**config.mk**
```make
export PLATFORM = sky130hd
export DESIGN_NAME = srt_subtitle_parser
export DESIGN_NICKNAME = d
export VERILOG_FILES = /design/src/sv/srtp_pkg.sv /design/src/sv/srtp_front.sv /design/src/sv/srtp_queue.sv /design/src/sv/srtp_back.sv /design/src/sv/srt_subtitle_parser.sv
export VERILOG_INCLUDE_DIRS = /design/src /design/src/sv
export SDC_FILE = /design/constraint.sdc
export NUM_CORES = 2
export LEC_CHECK = 0
export BUFFER_PORTS_ARGS = -buffer_cell sky130_fd_sc_hd__buf_2
export CAP_MARGIN = 15
export CORE_MARGIN = 2
export CORE_UTILIZATION = 41
export DETAILED_ROUTE_END_ITERATION = 10
export MAX_ROUTING_LAYER = met4
export PLACE_DENSITY = 0.52
export SETUP_SLACK_MARGIN = 0.4
export SYNTH_ARGS = -nofsm -noshare
export SYNTH_HDL_FRONTEND = slang
export SYNTH_SLANG_ARGS = --single-unit
```
**constraint.sdc**
```tcl
create_clock -name clk_i -period 11.05 [get_ports clk_i]
set_input_delay 2.21 -clock clk_i [delete_from_list [all_inputs] [get_ports clk_i]]
set_output_delay 2.21 -clock clk_i [all_outputs]
set_load 0.02 [all_outputs]
```
**src/sv/srt_subtitle_parser_macros.svh**
```systemverilog
// Assertion macros for the SRT subtitle parser.
// Needs clk_i and rst_ni in the scope of each use; empty when SYNTH is set.
`ifndef SRT_SUBTITLE_PARSER_MACROS_SVH
`define SRT_SUBTITLE_PARSER_MACROS_SVH
`ifndef SYNTH
`define SRTP_ASSERT_NEVER(lbl, cond) \
  lbl: assert property (@(posedge clk_i) disable iff (!rst_ni) !(cond)) \
    else $error("srtp: forbidden condition");
`define SRTP_ASSERT_IMPLIES(lbl, ante, cons) \
  lbl: assert property (@(posedge clk_i) disable iff (!rst_ni) (ante) |-> (cons)) \
    else $error("srtp: implication failed");
`else
`define SRTP_ASSERT_NEVER(lbl, cond)
`define SRTP_ASSERT_IMPLIES(lbl, ante, cons)
`endif
`endif

```
**src/sv/srtp_pkg.sv**
```systemverilog
// Shared types and constants of the SRT subtitle parser.
// Used by the front, queue, back and top level; depends on nothing.
`timescale 1ns / 1ps
package srtp_pkg;

  localparam int unsigned QueueDepth = 2;

  typedef enum logic [2:0] {
    KIND_TIMES = 3'd0,
    KIND_TEXT  = 3'd1,
    KIND_BREAK = 3'd2,
    KIND_END   = 3'd3,
    KIND_STOP  = 3'd4
  } kind_e;

  typedef enum logic [2:0] {
    PH_SKIP  = 3'd0,
    PH_INDEX = 3'd1,
    PH_TIMES = 3'd2,
    PH_TEXT  = 3'd3,
    PH_BAD   = 3'd4
  } phase_e;

  // All results caused by one input byte
  typedef struct packed {
    logic [2:0]       count;
    kind_e [3:0]      kind;
    logic [3:0][7:0]  ch;
    logic [3:0]       keep;
    logic [31:0]      begin_ms;
    logic [31:0]      finish_ms;
  } step_t;

  typedef struct packed {
    logic full;
    logic valid;
  } q_stat_t;

  // Weight of each timestamp token in milliseconds
  function automatic logic [21:0] token_weight(input logic [4:0] pos);
    logic [21:0] w;
    unique case (pos)
      5'd0, 5'd10: w = 22'd3600000;
      5'd2, 5'd12: w = 22'd60000;
      5'd4, 5'd14: w = 22'd1000;
      5'd6, 5'd16: w = 22'd1;
      default:     w = 22'd0;
    endcase
    return w;
  endfunction

endpackage

```
**src/sv/srtp_front.sv**
```systemverilog
// Front part of the SRT subtitle parser: accepts bytes, runs the parse state
// and packs each byte's results into one step request. Depends on srtp_pkg.
`timescale 1ns / 1ps
module srtp_front (
  input  logic                clk_i,
  input  logic                rst_ni,
  input  logic                in_valid_i,
  input  logic [7:0]          in_byte_i,
  input  logic                in_final_i,
  input  srtp_pkg::q_stat_t   q_stat_i,
  output logic                in_ready_o,
  output logic                push_o,
  output srtp_pkg::step_t     step_o
);

  typedef struct packed {
    logic act;
    logic ovf;
    logic dig;
    logic neg;
  } nflags_t;

  typedef struct packed {
    logic [1:0]  res;
    logic [31:0] acc;
    nflags_t     fl;
  } feed_t;

  localparam logic [1:0] FeedTaken = 2'd0;
  localparam logic [1:0] FeedDone  = 2'd1;
  localparam logic [1:0] FeedFail  = 2'd2;

  function automatic logic is_ws(input logic [7:0] c);
    return (c == 8'd32) || (c >= 8'd9 && c <= 8'd13 && c != 8'd10);
  endfunction

  function automatic logic is_int_tok(input logic [4:0] p);
    return (p[0] == 1'b0) && (p != 5'd8) && (p < 5'd17);
  endfunction

  // One byte into the decimal integer scanner
  function automatic feed_t int_feed(input logic [7:0] c, input logic [31:0] acc,
                                     input nflags_t fl);
    feed_t       f;
    logic        dig;
    logic        go;
    logic [35:0] nxt;
    logic [35:0] lim;
    f.res = FeedTaken;
    f.acc = acc;
    f.fl  = fl;
    dig   = (c >= 8'd48) && (c <= 8'd57);
    go    = 1'b0;
    nxt   = '0;
    lim   = '0;
    if (!fl.act) begin
      if (is_ws(c)) begin
        go = 1'b0;
      end else if (c == 8'd43 || c == 8'd45) begin
        f.fl     = '0;
        f.fl.act = 1'b1;
        f.fl.neg = (c == 8'd45);
      end else if (!dig) begin
        f.res = FeedFail;
      end else begin
        f.fl     = '0;
        f.fl.act = 1'b1;
        go       = 1'b1;
      end
    end else if (!dig) begin
      f.res = (!fl.dig || fl.ovf) ? FeedFail : FeedDone;
    end else begin
      go = 1'b1;
    end
    if (go) begin
      if (!f.fl.ovf) begin
        nxt = {1'b0, acc, 3'b000} + {3'b000, acc, 1'b0} + {28'd0, c - 8'd48};
        lim = f.fl.neg ? 36'h080000000 : 36'h07FFFFFFF;
        if (nxt > lim) f.fl.ovf = 1'b1;
        else f.acc = nxt[31:0];
      end
      f.fl.dig = 1'b1;
    end
    return f;
  endfunction

  srtp_pkg::phase_e phase_q, phase_d;
  logic [4:0]  tok_q, tok_d;
  logic [31:0] acc_q, acc_d;
  nflags_t     fl_q, fl_d;
  logic [31:0] beg_q, beg_d;
  logic [31:0] fin_q, fin_d;
  logic [1:0]  held_q, held_d;
  logic        lnz_q, lnz_d;
  logic        has_q, has_d;
  logic        stop_q, stop_d;

  logic        accept;
  logic        lf;
  logic        ws;
  logic        final_ok;
  logic [31:0] value;
  logic [53:0] prod_full;
  logic [31:0] prod;
  feed_t       fr;
  srtp_pkg::step_t st;

  assign in_ready_o = !q_stat_i.full;
  assign accept     = in_valid_i && in_ready_o;
  assign lf         = (in_byte_i == 8'd10);
  assign ws         = is_ws(in_byte_i);
  assign final_ok   = fl_q.act && fl_q.dig && !fl_q.ovf;

  // Weighted token value; only ever uses the stored number and position
  assign value     = fl_q.neg ? (32'd0 - acc_q) : acc_q;
  assign prod_full = value * srtp_pkg::token_weight(tok_q);
  assign prod      = prod_full[31:0];

  // Parse one byte and collect its results
  always_comb begin
    phase_d = phase_q;
    tok_d   = tok_q;
    acc_d   = acc_q;
    fl_d    = fl_q;
    beg_d   = beg_q;
    fin_d   = fin_q;
    held_d  = held_q;
    lnz_d   = lnz_q;
    has_d   = has_q;
    stop_d  = stop_q;
    fr      = '0;
    st      = '0;
    if (stop_q) begin
      st.kind[st.count[1:0]] = srtp_pkg::KIND_STOP;
      st.count = st.count + 3'd1;
    end else if (in_final_i && !lf) begin
      if (phase_q == srtp_pkg::PH_TEXT) begin
        st.kind[st.count[1:0]] = srtp_pkg::KIND_END;
        st.count = st.count + 3'd1;
      end
      stop_d = 1'b1;
      st.kind[st.count[1:0]] = srtp_pkg::KIND_STOP;
      st.count = st.count + 3'd1;
    end else begin
      unique case (phase_q)
        srtp_pkg::PH_SKIP: begin
          if (!lf) begin
            phase_d = srtp_pkg::PH_INDEX;
            tok_d   = '0;
            fr      = int_feed(in_byte_i, 32'd0, '0);
            acc_d   = fr.acc;
            fl_d    = fr.fl;
            if (fr.res == FeedFail) phase_d = srtp_pkg::PH_BAD;
          end
        end
        srtp_pkg::PH_INDEX: begin
          if (lf) begin
            if (tok_q != 5'd0 || final_ok) begin
              phase_d = srtp_pkg::PH_TIMES;
              tok_d   = '0;
              acc_d   = '0;
              fl_d    = '0;
              beg_d   = '0;
              fin_d   = '0;
            end else begin
              stop_d = 1'b1;
              st.kind[st.count[1:0]] = srtp_pkg::KIND_STOP;
              st.count = st.count + 3'd1;
            end
          end else if (tok_q == 5'd0) begin
            fr    = int_feed(in_byte_i, acc_q, fl_q);
            acc_d = fr.acc;
            fl_d  = fr.fl;
            if (fr.res == FeedFail) phase_d = srtp_pkg::PH_BAD;
            else if (fr.res == FeedDone) tok_d = 5'd1;
          end
        end
        srtp_pkg::PH_TIMES: begin
          if (lf) begin
            if (tok_q == 5'd16 && final_ok) begin
              fin_d = fin_q + prod;
              tok_d = 5'd17;
              acc_d = '0;
              fl_d  = '0;
            end
            if (tok_d >= 5'd17) begin
              st.kind[st.count[1:0]] = srtp_pkg::KIND_TIMES;
              st.begin_ms  = beg_d;
              st.finish_ms = fin_d;
              st.count = st.count + 3'd1;
              phase_d = srtp_pkg::PH_TEXT;
              has_d   = 1'b0;
              lnz_d   = 1'b0;
              held_d  = '0;
            end else begin
              stop_d = 1'b1;
              st.kind[st.count[1:0]] = srtp_pkg::KIND_STOP;
              st.count = st.count + 3'd1;
            end
          end else if (tok_q < 5'd17) begin
            if (is_int_tok(tok_q)) begin
              fr    = int_feed(in_byte_i, acc_q, fl_q);
              acc_d = fr.acc;
              fl_d  = fr.fl;
              if (fr.res == FeedFail) begin
                phase_d = srtp_pkg::PH_BAD;
              end else if (fr.res == FeedDone) begin
                // Close the token, then count the separator
                if (tok_q < 5'd8) beg_d = beg_q + prod;
                else fin_d = fin_q + prod;
                acc_d = '0;
                fl_d  = '0;
                tok_d = tok_q + 5'd1;
                if (tok_d < 5'd17 && !ws) tok_d = tok_d + 5'd1;
              end
            end else if (!ws) begin
              tok_d = tok_q + 5'd1;
            end
          end
        end
        srtp_pkg::PH_TEXT: begin
          if (lf) begin
            if (!lnz_q) begin
              if (has_q) begin
                st.kind[st.count[1:0]] = srtp_pkg::KIND_END;
                st.keep[st.count[1:0]] = 1'b1;
                st.count = st.count + 3'd1;
                phase_d = srtp_pkg::PH_SKIP;
              end else begin
                st.kind[st.count[1:0]] = srtp_pkg::KIND_END;
                st.count = st.count + 3'd1;
                stop_d = 1'b1;
                st.kind[st.count[1:0]] = srtp_pkg::KIND_STOP;
                st.count = st.count + 3'd1;
              end
            end else begin
              // A lone backslash is flushed, an exact backslash-n is dropped
              if (held_q == 2'd1) begin
                st.kind[st.count[1:0]] = srtp_pkg::KIND_TEXT;
                st.ch[st.count[1:0]]   = 8'd92;
                st.count = st.count + 3'd1;
              end
              held_d = '0;
              st.kind[st.count[1:0]] = srtp_pkg::KIND_BREAK;
              st.count = st.count + 3'd1;
              has_d = 1'b1;
              lnz_d = 1'b0;
            end
          end else if (!lnz_q) begin
            lnz_d = 1'b1;
            if (in_byte_i == 8'd92) begin
              held_d = 2'd1;
            end else begin
              st.kind[st.count[1:0]] = srtp_pkg::KIND_TEXT;
              st.ch[st.count[1:0]]   = in_byte_i;
              st.count = st.count + 3'd1;
            end
          end else if (held_q == 2'd1 && in_byte_i == 8'd110) begin
            held_d = 2'd2;
          end else begin
            // Flush held bytes, then pass this one
            if (held_q != 2'd0) begin
              st.kind[st.count[1:0]] = srtp_pkg::KIND_TEXT;
              st.ch[st.count[1:0]]   = 8'd92;
              st.count = st.count + 3'd1;
            end
            if (held_q == 2'd2) begin
              st.kind[st.count[1:0]] = srtp_pkg::KIND_TEXT;
              st.ch[st.count[1:0]]   = 8'd110;
              st.count = st.count + 3'd1;
            end
            held_d = '0;
            st.kind[st.count[1:0]] = srtp_pkg::KIND_TEXT;
            st.ch[st.count[1:0]]   = in_byte_i;
            st.count = st.count + 3'd1;
          end
        end
        default: begin
          if (lf) begin
            stop_d = 1'b1;
            st.kind[st.count[1:0]] = srtp_pkg::KIND_STOP;
            st.count = st.count + 3'd1;
          end
        end
      endcase
      // End of stream closes an open record
      if (in_final_i && !stop_d) begin
        if (phase_d == srtp_pkg::PH_TEXT) begin
          st.kind[st.count[1:0]] = srtp_pkg::KIND_END;
          st.keep[st.count[1:0]] = has_d;
          st.count = st.count + 3'd1;
        end
        stop_d = 1'b1;
        st.kind[st.count[1:0]] = srtp_pkg::KIND_STOP;
        st.count = st.count + 3'd1;
      end
    end
  end

  assign push_o = accept && (st.count != 3'd0);
  assign step_o = st;

  // Hold parse state, advance on each accepted byte
  always_ff @(posedge clk_i or negedge rst_ni) begin
    if (!rst_ni) begin
      phase_q <= srtp_pkg::PH_SKIP;
      tok_q   <= '0;
      acc_q   <= '0;
      fl_q    <= '0;
      beg_q   <= '0;
      fin_q   <= '0;
      held_q  <= '0;
      lnz_q   <= 1'b0;
      has_q   <= 1'b0;
      stop_q  <= 1'b0;
    end else if (accept) begin
      phase_q <= phase_d;
      tok_q   <= tok_d;
      acc_q   <= acc_d;
      fl_q    <= fl_d;
      beg_q   <= beg_d;
      fin_q   <= fin_d;
      held_q  <= held_d;
      lnz_q   <= lnz_d;
      has_q   <= has_d;
      stop_q  <= stop_d;
    end
  end

endmodule

```
**src/sv/srtp_queue.sv**
```systemverilog
// Step request queue between the front and back parts.
// Depends on srtp_pkg for the step type.
`timescale 1ns / 1ps
module srtp_queue #(
  parameter int unsigned Depth = srtp_pkg::QueueDepth
) (
  input  logic              clk_i,
  input  logic              rst_ni,
  input  logic              push_i,
  input  srtp_pkg::step_t   wdata_i,
  input  logic              pop_i,
  output srtp_pkg::step_t   rdata_o,
  output srtp_pkg::q_stat_t stat_o
);

  localparam int unsigned AW = (Depth > 1) ? $clog2(Depth) : 1;

  srtp_pkg::step_t mem [Depth];
  logic [AW-1:0] wr_q, rd_q;
  logic [AW:0]   cnt_q;

  function automatic logic [AW-1:0] bump(input logic [AW-1:0] p);
    return (p == AW'(Depth - 1)) ? '0 : p + AW'(1);
  endfunction

  assign stat_o.full  = (cnt_q == (AW+1)'(Depth));
  assign stat_o.valid = (cnt_q != '0);
  assign rdata_o      = mem[rd_q];

  // Write the entry at the tail
  always_ff @(posedge clk_i) begin
    if (push_i) mem[wr_q] <= wdata_i;
  end

  // Advance pointers and fill count
  always_ff @(posedge clk_i or negedge rst_ni) begin
    if (!rst_ni) begin
      wr_q  <= '0;
      rd_q  <= '0;
      cnt_q <= '0;
    end else begin
      if (push_i) wr_q <= bump(wr_q);
      if (pop_i) rd_q <= bump(rd_q);
      if (push_i && !pop_i) cnt_q <= cnt_q + (AW+1)'(1);
      else if (pop_i && !push_i) cnt_q <= cnt_q - (AW+1)'(1);
    end
  end

endmodule

```
**src/sv/srtp_back.sv**
```systemverilog
// Back part of the SRT subtitle parser: unpacks step requests into single
// results on the output stream. Depends on srtp_pkg.
`timescale 1ns / 1ps
module srtp_back (
  input  logic                clk_i,
  input  logic                rst_ni,
  input  srtp_pkg::q_stat_t   q_stat_i,
  input  srtp_pkg::step_t     q_data_i,
  output logic                pop_o,
  input  logic                out_ready_i,
  output logic                out_valid_o,
  output srtp_pkg::kind_e     kind_o,
  output logic [7:0]          text_o,
  output logic [31:0]         begin_o,
  output logic [31:0]         finish_o,
  output logic                keep_o,
  output logic                last_o
);

  srtp_pkg::step_t cur_q;
  logic            vld_q;
  logic [1:0]      idx_q;
  logic            take;
  logic            is_last;

  assign is_last = ({1'b0, idx_q} == (cur_q.count - 3'd1));
  assign take    = vld_q && out_ready_i;
  assign pop_o   = q_stat_i.valid && (!vld_q || (take && is_last));

  // Hold the current step, advance through its results
  always_ff @(posedge clk_i or negedge rst_ni) begin
    if (!rst_ni) begin
      vld_q <= 1'b0;
      idx_q <= '0;
    end else if (pop_o) begin
      vld_q <= 1'b1;
      idx_q <= '0;
    end else if (take) begin
      if (is_last) vld_q <= 1'b0;
      else idx_q <= idx_q + 2'd1;
    end
  end

  always_ff @(posedge clk_i) begin
    if (pop_o) cur_q <= q_data_i;
  end

  assign out_valid_o = vld_q;
  assign kind_o      = cur_q.kind[idx_q];
  assign text_o      = (cur_q.kind[idx_q] == srtp_pkg::KIND_TEXT) ? cur_q.ch[idx_q] : 8'd0;
  assign begin_o     = (cur_q.kind[idx_q] == srtp_pkg::KIND_TIMES) ? cur_q.begin_ms : 32'd0;
  assign finish_o    = (cur_q.kind[idx_q] == srtp_pkg::KIND_TIMES) ? cur_q.finish_ms : 32'd0;
  assign keep_o      = cur_q.keep[idx_q];
  assign last_o      = is_last;

endmodule

```
**src/sv/srt_subtitle_parser.sv**
```systemverilog
// SRT subtitle parser: one byte in per cycle, results out one per cycle, while the receiver is ready.
// Each step request passes through the queue into the back part's register before its first result.
// Throughput: one byte per cycle while each byte causes at most one result and the
// receiver is ready; a byte with several results holds the output stream until all are taken.
// Reset (rst_ni low, asynchronous) clears parse state, queue and output.
`timescale 1ns / 1ps
`include "srt_subtitle_parser_macros.svh"
module srt_subtitle_parser #(
  parameter int unsigned QDepth = srtp_pkg::QueueDepth
) (
  input  logic        clk_i,
  input  logic        rst_ni,
  input  logic        s_axis_tvalid,
  output logic        s_axis_tready,
  input  logic [7:0]  s_axis_tdata,   // [7:0] data_byte
  input  logic        s_axis_tlast,   // final_byte
  output logic        m_axis_tvalid,
  input  logic        m_axis_tready,
  output logic [79:0] m_axis_tdata,   // [7:0] text_byte, [39:8] begin_ms,
                                      // [71:40] finish_ms, [72] keep, zero pad
  output logic [2:0]  m_axis_tuser,   // [2:0] kind
  output logic        m_axis_tlast    // last_of_step
);

  srtp_pkg::q_stat_t q_stat;
  srtp_pkg::step_t   push_data, q_data;
  srtp_pkg::kind_e   kind;
  logic              push, pop;
  logic [7:0]        text;
  logic [31:0]       begin_ms, finish_ms;
  logic              keep;

  srtp_front u_front (
    .clk_i      (clk_i),
    .rst_ni     (rst_ni),
    .in_valid_i (s_axis_tvalid),
    .in_byte_i  (s_axis_tdata),
    .in_final_i (s_axis_tlast),
    .q_stat_i   (q_stat),
    .in_ready_o (s_axis_tready),
    .push_o     (push),
    .step_o     (push_data)
  );

  srtp_queue #(.Depth(QDepth)) u_queue (
    .clk_i   (clk_i),
    .rst_ni  (rst_ni),
    .push_i  (push),
    .wdata_i (push_data),
    .pop_i   (pop),
    .rdata_o (q_data),
    .stat_o  (q_stat)
  );

  srtp_back u_back (
    .clk_i       (clk_i),
    .rst_ni      (rst_ni),
    .q_stat_i    (q_stat),
    .q_data_i    (q_data),
    .pop_o       (pop),
    .out_ready_i (m_axis_tready),
    .out_valid_o (m_axis_tvalid),
    .kind_o      (kind),
    .text_o      (text),
    .begin_o     (begin_ms),
    .finish_o    (finish_ms),
    .keep_o      (keep),
    .last_o      (m_axis_tlast)
  );

  assign m_axis_tuser = kind;
  assign m_axis_tdata = {7'd0, keep, finish_ms, begin_ms, text};

  // Queue must not be written when full, nor popped when empty
  `SRTP_ASSERT_NEVER(a_no_overflow, push && q_stat.full)
  `SRTP_ASSERT_NEVER(a_no_underflow, pop && !q_stat.valid)
  // Only defined result kinds leave the block
  `SRTP_ASSERT_NEVER(a_kind_range, m_axis_tvalid && (m_axis_tuser > 3'd4))
  // Text byte is zero on every result that is not text
  `SRTP_ASSERT_IMPLIES(a_text_zero, m_axis_tvalid && (kind != srtp_pkg::KIND_TEXT),
                       m_axis_tdata[7:0] == 8'd0)

endmodule

```
# Word level (Yosys, flattened, before mapping)

Memories as Yosys holds them, arrays and structs flattened. A register that Yosys moved wholly into a read port is not among the register bits.
Index checks and enable logic that the tools add are counted.

Add/sub/neg operators: 20
Muxes and demuxes: 323
Reduce and logical (&&, ||, !) cells: 62
Bitwise gates (word level): 24
Equal/unequal tests: 53
Magnitude comparators: 24
$mul: 1

Operator list:

| cell             | number |
|---|---|
| $mux 32          | 39 |
| $mux 47          | 8 |
| $mux 100         | 2 |
| $mux 64          | 3 |
| $mux 3           | 54 |
| $mux 4           | 34 |
| $pmux 32 s2      | 2 |
| $mux 8           | 15 |
| $mux 15          | 7 |
| $pmux 32 s3      | 1 |
| $mux 5           | 18 |
| $mux 2           | 38 |
| $gt 36x36->1     | 2 |
| $mux 1           | 68 |
| $add 32x32->32   | 2 |
| $mux 24          | 2 |
| $mux 9           | 5 |
| $not 8->8        | 5 |
| $add 35x33->36   | 1 |
| $add 36x8->36    | 1 |
| $demux 3 s2      | 6 |
| $gt 8x36->1      | 1 |
| $bwmux 32        | 1 |
| $demux 8 s2      | 2 |
| 76 further kinds | 190 |

Memories: 2
Word-level logic and storage cells: 527
Input bits: 13
Output and inout bits: 86
Memory bits (read-only): 512
Register bits after elaboration: 120
Bits in writable memories: 230

Memories:

| memory          | depth | width | read ports | clocked after Yosys merged registers in | wr ports | RTL line         | RTL |
|---|---|---|---|---|---|---|---|
| (no name shown) | 32    | 16    | 1          | 0                                       | 0        | srtp_pkg.sv:42   | `unique case (pos)` |
| u_queue.mem     | 2     | 115   | 1          | 1                                       | 1        | srtp_queue.sv:18 | `srtp_pkg::step_t mem [Depth];` |

# Depth between registers and ports, before layout

Depth in word-level cells: 58
Depth in mapped cells: 43
Depth with buffers taken out: 42

# Modules after synthesis

Synthesis repeated with hierarchy kept, for this count alone.

Cells, all modules: 3,498
Area, all modules: 36,872.9 sq um

Modules (own cells, without submodules):

| module              | instances | cells each | area each (sq um) |
|---|---|---|---|
| srtp_front          | 1         | 2,874      | 23,652.7 |
| srtp_queue          | 1         | 374        | 8,643.3 |
| srtp_back           | 1         | 241        | 4,513.1 |
| srt_subtitle_parser | 1         | 9          | 63.8 |

# Worst setup path after synthesis

No wires, ideal clock.

Path kind: input to register
Start point: input port s_axis_tdata[5]
End point: memory u_queue.mem[0][0] (netlist name) (enable)
Arrival: 10.426 ns
Cell stages on the path: 16
Path buffers: 0
Setup time: 0.604 ns
Required time: 10.446 ns
Path slack: 0.020 ns
Cells stage by stage: inv_1 > ha_1 > nor4bb_1 > o221ai_1 > o21ai_0 > o21ai_0 > a41o_1 > a22o_1 > nor3_2 > xnor2_1 > ha_1 > nand2b_1 > mux2i_1 > xnor2_1 > a31oi_1 > nor2b_1

Cells in the longest elaborated chain, start to end: 33
Elaborated cells between the ends (all ways): 87
Those cells by class: add/sub: 2; order compare: 4; eq/ne: 11; mux: 58; reduce/logical: 12

Ends and longest elaborated chain:

| item                                        | RTL line                           | RTL |
|---|---|---|
| from (decl)                                 | srt_subtitle_parser.sv:15          | `input logic [7:0] s_axis_tdata,` |
| $ge 8x6->1, or another cell as far along    | srtp_front.sv:52                   | `dig = (c >= 8'd48) && (c <= 8'd57);` |
| $logic_and 1x1->1 (on tied branches)        | srtp_front.sv:52, srtp_front.sv:34 |  |
| $mux 2 or $logic_and 1x1->1 (tied branches) | srtp_front.sv:63, srtp_front.sv:34 |  |
| $mux 2 or $logic_or 1x1->1 (tied branches)  | srtp_front.sv:59, srtp_front.sv:34 |  |
| $mux 2                                      | srtp_front.sv:57                   | `if (is_ws(c)) begin` |
| $mux 2                                      | srtp_front.sv:56                   | `if (!fl.act) begin` |
| $mux 2                                      | srtp_front.sv:201                  | `if (is_int_tok(tok_q)) begin` |
| $mux 2                                      | srtp_front.sv:200                  | `end else if (tok_q < 5'd17) begin` |
| (+18 left out)                              | --                                 |  |
| $mux 15                                     | srtp_front.sv:287                  | `if (in_final_i && !stop_d) begin` |
| $mux 15 *                                   | srtp_front.sv:136                  | `end else if (in_final_i && !lf) begin` |
| $mux 3 *                                    | srtp_front.sv:133                  | `if (stop_q) begin` |
| $reduce_bool 3->1 *                         | srtp_front.sv:300                  | `assign push_o = accept && (st.count != 3'd0);` |
| $logic_and 1x1->1 *                         | srtp_front.sv:300                  |  |
| net push                                    | srt_subtitle_parser.sv:28          | `logic push, pop;` |
| $mux 1 *                                    | srtp_queue.sv:32                   | `if (push_i) mem[wr_q] <= wdata_i;` |
| $mux 1 (implied by the code) *              | srtp_queue.sv:32                   |  |
| to (decl)                                   | srtp_queue.sv:18                   |  |

The timed path passes the listed nets; every way through them passes the cells marked *. The select of a mux whose other input is x is not followed.

==> out/qor.csv <==
metric,value,unit
status,completed,
wl,89.9,mm
core-area,0.0885,mm²
htree_levels,2,
cts_buffer_depth,3,
netlist_area,0.0367,mm²
clk_latency,600,ps
rows,109,
cp_top_family,adder cells,
antenna_found_initial,2,
routed_via_density,5.26,
finalCritPeriodShare,91.4,%
synth_common_cells,"inv_1, edfxtp_1, ha_1, nor2_1, fa_1",
max_freq,99.0,MHz
clock-sinks,465,
drt_first_iter_violations,1598,
cap_violations,0,
io_pins,99,
firstDrtPassIters,5,
synth_mux_area_share,4.50,%
drv_slew,0,
vias,25179,
routedWlPerCell,18.8,µm
track_usage,20.7,%
grt_max_degree,116,
dp_hpwl,68.3,mm
ant_nets,0,
synth_cells,3499,
die_y,303,µm
synth.area.top_cells,"edfxtp_1, fa_1, ha_1",
yosysUniqueCellTypes,78,
synth_compound_area_share,11.4,%
synth_edf_count,345,
synth_simple_gate_area_share,12.0,%
route.detailed.drc,0,
ys_async_sr_fraction,25.8,%
area_delta_synth_final,10.1,%
fin_skew,21.3,ps
ys_seq_area_share,36.4,%
synth_xor_area_share,4.48,%
grt_pass1_wl,145,mm
arrival,10520,ps
gp_congestion,0.898,
synth_top_cell_by_area,edfxtp_1,
grt_pass1_vias,25639,
yosys_most_used_dff,edfxtp_1,
worst_path_largest_cell_delay,540,ps
io_buffer_count,91,
cts_tree,done,
synth_top_family_by_area,adder cells,
slew-limit-headroom,31.4,%
setup_tns,0,ps
min_period,10100,ps
start_kind,flip-flop,
final_nets,4176,
synthAdderAreaFrac,25.1,%
ys_ff_latch,465,
drive_gt1_share,11.0,%
cts-root-buf,clkbuf_16,
crit_type,flip-flop to flip-flop,
cts_buffers,51,
synth.most_common_cell,inv_1,
rsz0062_at_grt,false,
yosysTopAreaCellShare,28.2,%
overflow,0,
yosysWarnings,0,
synth.avg_cell_area,10.5,µm²
die_width,303,µm
min-delay-path-class,flip-flop to flip-flop,
worstSetupEndpointType,flip-flop,
setup-violations-final,0,
clk_pin_slew,60,ps
path_max_fanout,10,
hold_viol,0,
tightest_slew,1030,ps
worst_ep_required_time,11470,ps
critPathSlowestCell,fa_1,
fp.dieArea,0.0919,mm²
path_common_cell,fa_1,
fill_cells,8357,
critPathBufInv,6,
start_util,41.5,%
==> worst reg2reg max path, delay by kind of cell (launching register included) <==
| kind | cells | cell delay, ps |
|---|---|---|
| AOI/OAI and AO/OA | 14 | 2940 |
| xor gates and xnor gates | 3 | 610 |
| adders and majority gates | 9 | 4220 |
| buffers and inverters | 6 | 310 |
| DFF | 1 | 500 |
| and+or+nand+nor | 6 | 1340 |
==> metrics by stage <==
stage / hold WS [ps] / std cells / setup WS (ps) / utilization (%) / area [µm²]
4_1_cts: 514 / 4776 / 729 / 45.5 / 40300
3_5_place_dp: 502 / 4682 / 818 / 43.6 / 38600
6_report: 514 / 4784 / 949 / 45.6 / 40400
3_3_place_gp: 500 / 4682 / 926 / 43.6 / 38600
5_1_grt: 536 / 4784 / 412 / 45.6 / 40400
2_1_floorplan: 461 / 3505 / 1730 / - / 36700
==> cells in the final DEF, fill, tap and decap left out, drive strengths merged, types with 39 or more instances in the layout <==
master,synthesis,routed
a21o,95,95
ha,341,341
o21ai,134,134
and3,39,39
a21oi,170,170
nor3,72,72
buf,12,139
xnor2,119,119
a22o,57,57
clkbuf,109,61
fa,246,246
dfrtp,120,120
mux2,119,119
and2,113,113
nor2,254,254
xor2,60,60
inv,475,476
edfxtp,345,345
nand3,44,44
nand2,220,220
==> final timing paths <==
path / from / to / slack, ps / cells after the start
min in group asynchronous: rst_ni / u_back.idx_q[1] / 1630 / 1
hold reg to reg: u_front.fin_q[7] / u_front.fin_q[7] / 510 / 2
hold / removal: u_front.fin_q[7] / u_front.fin_q[7] / 510 / 2
setup reg to reg: u_front.acc_q[2] / u_queue.mem[1][30] / 950 / 38
setup / recovery: u_front.acc_q[2] / u_queue.mem[1][30] / 950 / 38
max in group asynchronous: rst_ni / u_front.beg_q[26] / 8080 / 2
==> flip-flops by register name, indices dropped and copies added (netlist names), 2 cells and up <==
signal,flops
u_front.fl_q,4
u_front.phase_q,3
u_back.cur_q,115
u_front.acc_q,32
u_queue.cnt_q,2
u_front.tok_q,5
u_front.fin_q,32
u_front.beg_q,32
u_front.held_q,2
u_back.idx_q,2
u_queue.mem,230
==> area by class of cell <==
class,count,area (µm²),share of cell area [%]
Multi-Input combinational cell,2444,21200,52.5
Clock buffer,61,1340,3.33
Tap cell,1165,1460,3.61
Antenna cell,2,5.00,0.0124
Clock inverter,33,373,0.923
Inverter,475,1790,4.42
Timing Repair Buffer,139,847,2.10
Sequential cell,465,13400,33.1
==> per-layer routing <==
layer | global-route usage [%] | vias to the layer above | share of wire [%]
li1 | - | 12220 | -
met1 | 29.2 | 12381 | 49
met2 | 32.0 | 470 | 45
met3 | 2.51 | 108 | 4.1
met4 | 4.39 | 0 | 2.1
met5 | - | - | 0
==> timing repair <==
item,CTS,global route
setup buffers,0,6
endpoints found under the setup margin,0,15
hold buffers,0,0
endpoints found under the hold margin,0,0
gates resized for setup,0,15
==> kinds of logic (layout without fill, tap and decap cells) <==
| logic type | Yosys count | after routing |
|---|---|---|
| simple gates | 896 | 896 |
| compound gates | 637 | 637 |
| buf+inv | 596 | 708 |
| fa+ha+maj | 588 | 588 |
| flops | 465 | 465 |
| xor+xnor | 181 | 181 |
| mux | 135 | 135 |
| other cells | 1 | 9 |
Power is left out: the tool's default activity adds up to more than one toggle a clock period on the data nets, which glitch-free logic cannot reach.
